$ cat src/sv/rht_pkg.sv
`timescale 1ns / 1ps
`default_nettype none
// ----------------------------------------------------------------------------
// Reassembly hole tracker package
// Sizes, field types, status codes, controller states and the command
// bundle shared by the tracker modules and interfaces.
// ----------------------------------------------------------------------------
package rht_pkg;

  // Table depth and offset width.
  localparam int MAX_HOLES   = 16;
  localparam int OFFSET_BITS = 32;
  localparam int LEN_BITS    = 16;

  // Derived widths.
  localparam int IDX_W = (MAX_HOLES > 1) ? $clog2(MAX_HOLES) : 1;
  localparam int CNT_W = $clog2(MAX_HOLES + 1);
  localparam int END_W = ((OFFSET_BITS > LEN_BITS) ? OFFSET_BITS : LEN_BITS) + 1;

  typedef logic [OFFSET_BITS-1:0] addr_t;
  typedef logic [END_W-1:0]       end_t;
  typedef logic [IDX_W-1:0]       idx_t;
  typedef logic [CNT_W-1:0]       cnt_t;
  typedef logic [LEN_BITS-1:0]    len_t;

  // Item kinds.
  localparam logic MODE_START = 1'b0;
  localparam logic MODE_FRAG  = 1'b1;

  // Result status codes.
  typedef enum logic [1:0] {
    ST_COMPLETE   = 2'd0,
    ST_INCOMPLETE = 2'd1,
    ST_SEEN       = 2'd2
  } status_e;

  // Controller states.
  typedef enum logic [1:0] {
    S_IDLE,
    S_MATCH,
    S_UPDATE
  } state_e;

  // Commands from the controller to the datapath.
  typedef struct packed {
    logic load;
    logic match;
    logic update;
  } cmd_t;

endpackage : rht_pkg
`default_nettype wire

$ cat src/sv/rht_ctrl.sv
`timescale 1ns / 1ps
`default_nettype none
// ----------------------------------------------------------------------------
// Tracker controller
// Sequences load, match and update for one word at a time and owns the
// valid flag of the result register.
// ----------------------------------------------------------------------------
module rht_ctrl
  import rht_pkg::*;
(
  input  wire  clk_i,
  input  wire  rst_ni,
  input  wire  in_valid_i,
  output logic in_ready_o,
  output logic out_valid_o,
  input  wire  out_ready_i,
  output cmd_t cmd_o
);

  state_e state_q, state_d;
  logic   out_valid_q, out_valid_d;
  logic   out_free;

  // The result register can take a new word when empty or being drained.
  assign out_free = !out_valid_q || out_ready_i;

  // Next state.
  always_comb begin
    state_d = state_q;
    unique case (state_q)
      S_IDLE: begin
        if (in_valid_i) state_d = S_MATCH;
      end
      S_MATCH: begin
        state_d = S_UPDATE;
      end
      S_UPDATE: begin
        if (out_free) state_d = S_IDLE;
      end
      default: state_d = S_IDLE;
    endcase
  end

  // Commands and handshake outputs.
  always_comb begin
    cmd_o      = '0;
    in_ready_o = 1'b0;
    unique case (state_q)
      S_IDLE: begin
        in_ready_o = 1'b1;
        cmd_o.load = in_valid_i;
      end
      S_MATCH: begin
        cmd_o.match = 1'b1;
      end
      S_UPDATE: begin
        cmd_o.update = out_free;
      end
      default: ;
    endcase
  end

  // Result valid flag.
  always_comb begin
    out_valid_d = out_valid_q;
    if (out_ready_i) out_valid_d = 1'b0;
    if (cmd_o.update) out_valid_d = 1'b1;
  end

  assign out_valid_o = out_valid_q;

  always_ff @(posedge clk_i or negedge rst_ni) begin
    if (!rst_ni) begin
      state_q     <= S_IDLE;
      out_valid_q <= 1'b0;
    end else begin
      state_q     <= state_d;
      out_valid_q <= out_valid_d;
    end
  end

endmodule : rht_ctrl
`default_nettype wire

$ cat config.mk
export PLATFORM = sky130hd
export DESIGN_NAME = rht_ctrl
export DESIGN_NICKNAME = d
export VERILOG_FILES = /design/src/sv/rht_pkg.sv /design/src/sv/rht_ctrl.sv
export SDC_FILE = /design/constraint.sdc
export NUM_CORES = 1
export LEC_CHECK = 0
export BUFFER_PORTS_ARGS = -buffer_cell sky130_fd_sc_hd__buf_2
export CORE_AREA = 2 2 39 41
export DETAILED_ROUTE_END_ITERATION = 8
export DIE_AREA = 0 0 41 43
export SETUP_SLACK_MARGIN = 0.1
export SYNTH_ARGS = -nofsm -noshare
export SYNTH_HDL_FRONTEND = slang
export SYNTH_SLANG_ARGS = --single-unit
$ cat constraint.sdc
create_clock -name clk_i -period 0.8 [get_ports clk_i]
set_input_delay 0 -clock clk_i [delete_from_list [all_inputs] [get_ports clk_i]]
set_output_delay 0 -clock clk_i [all_outputs]
set_load 0.02 [all_outputs]
==> results.md <==
Yosys:
- By area, the combinational part of the netlist is dominated by simple AND/OR/NAND/NOR gates.
- During synthesis, Yosys emitted a total of 0 warnings.
- The number of nets in the synthesized netlist is 17.
- Synthesis instantiated 9 different standard cells from the library.
- Counting every instance in the synthesized netlist gives 13.
- The synthesized netlist occupies a cell area of 140 um^2.
- The synthesized design contains 3 register bits.
- The synthesized netlist devotes 5.36% of its cell area to compound gates.
- Of the synthesized area, sequential elements account for 53.6%.
- After Yosys synthesis, full adders, half adders and majority gates account for 0% of the synthesized area.
- Measured against the total synthesized area, the mux share comes to 0%.
- Summing the areas of all xor and xnor instances in the mapped netlist gives 0% of the synthesized area.
- The simple-gate share of the synthesized area is 35.7%.
- A synthesized cell averages 10.8 um^2.

Pwr:
- In this run, the combinational gates consume 46.7% of the power.
- The proportion of power drawn by the clock network is 26.1%.
- The worst-case IR drop observed on VDD is 0.587 mV.
- The overall power consumption is 1010 uW.
- The switching part of the total power is 34.3%.
- For this design the static power due to leakage is 0.000139 uW.
- The cell internal power dissipation is 661 uW.
- For this design the total switching power over the nets is 345 uW.
- Power spread over the standard cell area amounts to 3390 nW/um^2.
- The relative contribution of sequential cells to total power is 27.2%.

Critical path:
- Walking the worst path, the cells encountered are nand2b_4 > nor2b_1 > buf_4.
- Counting cells, the worst reg-to-reg path comes to 2.
- The maximum fanout encountered on the critical timing path is 3.
- The end of the worst register-to-register path is state_q[1].
- In this run the worst setup path begins at state_q[0].
- The slowest cell on the critical path is dfrtp_1.
- The longest individual stage delay on the worst path is 410 ps.
- The startpoint type of the worst setup path is a flip-flop.
- At the worst endpoint, the arrival time is 1050 ps.
- The capturing element type of the critical path is an output pin.
- Among cell families on the critical path, the largest total delay comes from flip-flops.
- The required time at the endpoint of the critical path is 800 ps.
- The setup slack of the most critical reg-to-reg path is -30 ps.
- Counting both buffers and inverters, the worst setup path holds a total of 1.
- In this run the critical register-to-register path is launched from state_q[0].
- The critical path class is reg2out.

Global route:
- The number of global-route vias before repair came to 131.
- The first-pass GRT wire length is 476 um.
- Global routing consumed, on the met1 layer, 3.25% of the routing resources.
- The pin count of the biggest net entering global routing is 4.
- The met2 capacity usage during global routing is 5.63%.
- met4 is the most crowded layer.
- Global routing used 5.24% of the available tracks across all layers.
- Global routing used 6.28% of the available met3 tracks.
- After global routing the overflow that remains totals 0.
- The initial antenna violation count is 0.

Placed design:
- Detailed placement ended at an HPWL of 234 um.
- The congestion estimate from routability-driven global placement came to 0.554.
- The count of port buffers added during placement is 8.

Clocking:
- The setup fix buffers added after clock tree synthesis is 0.
- The clock passes through at most 2 buffers.
- The TritonCTS sink count is 3.
- The root buffer cell chosen for the clock tree is clkbuf_4.
- The clock input transition at the sequential cells of the worst setup and hold paths is 40 ps.
- The clock network latency to the later pin of the worst-skew pair is 230 ps.
- TritonCTS built the clock tree.
- CTS built an H-tree with a depth of 1.
- TritonCTS created 3 clock buffers.

Flow run:
- The max-capacitance violation count is 0.

STA:
- Setup violations remaining at the end of the flow were counted as 5.
- The fmax is 954 MHz.
- Setup repair after global routing could not meet its margin everywhere.
- The post-layout worst setup margin is -248 ps.
- The slew at the pin with the worst max-slew slack is 156 ps.
- The final critical path time including I/O delays and setup is 1050 ps.
- Clock skew on the completed layout was measured at 0.0481 ps.
- The number of slew-limit violations in the final report is 0.
- Setup total negative slack on the finished layout was measured at -864 ps.
- The worst slew slack as a fraction of its limit is 89.6%.
- Of the available clock period, the critical path in the final layout requires 131%.
- The number of hold violations in the final report is 0.

Drt:
- Once detail routing completed, the nets flagged for antenna violations numbered 0.
- The ratio of routed vias to standard cells is 3.14.
- The number of DRC violations after detailed routing is 0.
- Dividing the detail-routed wire length by the instance count gives 7.35 um.
- The total via count after detailed routing is 135.
- The initial DRC count is 4.
- The number of detailed-routing iterations run before antenna repair is 2.
- The total routed wirelength is 316 um.

Status:
- The run finished, with violations left.
- The checks that failed: negative setup slack.

Finish:
- The share of cells above drive strength 1 is 66.7%.
- After the last flow step, the layout net total stands at 32.
- The number of diodes is 0.
- At the end of the flow the core is filled with cells to 21.4%.
- The area overhead of the layout relative to synthesis is 112%.

Hold path:
- The path with the worst hold slack has its endpoint at out_valid_o.
- The cell depth of the worst min-delay path is 3.
- The source of the worst hold timing path is out_ready_i.
- The type of the most critical hold path is in2reg.

Floorplan:
- The die is 43 um tall.
- After floorplanning, the core was sized to cover 1380 um^2.
- The floorplan step set the die width to 41 um.
- For this configuration, the core starts out at a cell density of 10.1%.
- The site row count is 14.
- The total die area is 1760 um^2.
- Pin placement for this block handled 9 I/O pins.
## flip-flops by register name, indices dropped and copies added, names as in the netlist
| signal | count |
|---|---|
| out_valid_o | 1 |
| state_q | 2 |
## repair_timing
item / CTS / global route
gates cloned: 0 / 0
endpoints found under the hold margin: 4 / 0
hold buffers: 2 / 0
setup endpoints to repair: 8 / 8
resized for setup: 12 / 0
pin swaps: 1 / 0
## tightest hold or removal path, delay by kind of cell
family / cells / cell delay, ps
AND/OR/NAND/NOR: 2 / 190
buffers and inverters: 1 / 70
## area by class of cell
class | instances | area, um^2
Multi-Input combinational cell | 9 | 77.6
Sequential cell | 3 | 77.6
Tap cell | 16 | 20.0
Clock buffer | 4 | 26.3
Fill cell | 160 | 1090
Timing Repair Buffer | 11 | 95.1
## power by group through the flow
stage / Clock [uW] / Sequential, uW / Combinational [uW]
floorplan: 0 / 282 / 213
global placement: 0 / 255 / 346
detailed placement: 0 / 257 / 349
CTS: 279 / 274 / 476
global route: 293 / 282 / 497
finish: 262 / 274 / 470
## synthesized netlist by cell type, drive strengths merged
cell / instances / area (um^2)
and2: 2 / 12.5
buf: 1 / 7.51
dfrtp: 3 / 75.1
nand2: 1 / 3.75
nand2b: 2 / 12.5
nor2: 1 / 6.26
nor2b: 2 / 15.0
o21bai: 1 / 7.51
## stage by stage
| step | std cells | cell area (um^2) | hold WS [ps] | setup slack, ps |
|---|---|---|---|---|
| final | 43 | 297 | 74.7 | -248 |
| after floorplan | 13 | 153 | -296 | -17.8 |
| after detailed placement | 37 | 213 | -203 | -46.5 |
| after global routing | 43 | 297 | 83.7 | -291 |
| after CTS | 43 | 297 | 67.4 | -257 |
| after global placement | 37 | 213 | -203 | -47.5 |
## cells in the final DEF (no fill, tap or decap)
cell type / netlist / routed
nor2_4: 0 / 1
dfrtp_2: 0 / 2
nand2_1: 1 / 1
dfrtp_1: 3 / 1
clkbuf_4: 0 / 3
buf_4: 1 / 2
nor2b_1: 1 / 1
nand2b_4: 0 / 1
o21bai_1: 1 / 1
and2_1: 2 / 1
buf_6: 0 / 4
clkbuf_1: 0 / 1
nor2b_4: 0 / 1
dlygate4sd3_1: 0 / 2
and2_4: 0 / 1
nand2b_1: 2 / 1
buf_2: 0 / 3
## worst max-delay path by stage
| stage | slack [ps] | end | cells past startpoint |
|---|---|---|---|
| 6_report | -250 | cmd_o[0] | 3 |
| 5_1_grt | -290 | cmd_o[0] | 3 |
| 4_1_cts | -260 | cmd_o[2] | 3 |
| 3_5_place_dp | -50 | cmd_o[0] | 3 |
| 3_3_place_gp | -50 | cmd_o[0] | 3 |
| 2_1_floorplan | -20 | state_q[1] | 2 |
## logic make-up (layout without fill, tap and decap cells)
group / after synthesis / in the layout
AOI/OAI and AO/OA: 1 / 1
DFF: 3 / 3
and+or+nand+nor: 8 / 8
buffers and inverters: 1 / 15
## layer usage
metal,routed length [um],up-vias
li1,-,67
met1,108,63
met2,174,5
met3,33,0
met4,0,0
met5,0,-
(Power assumes the default switching activity.)
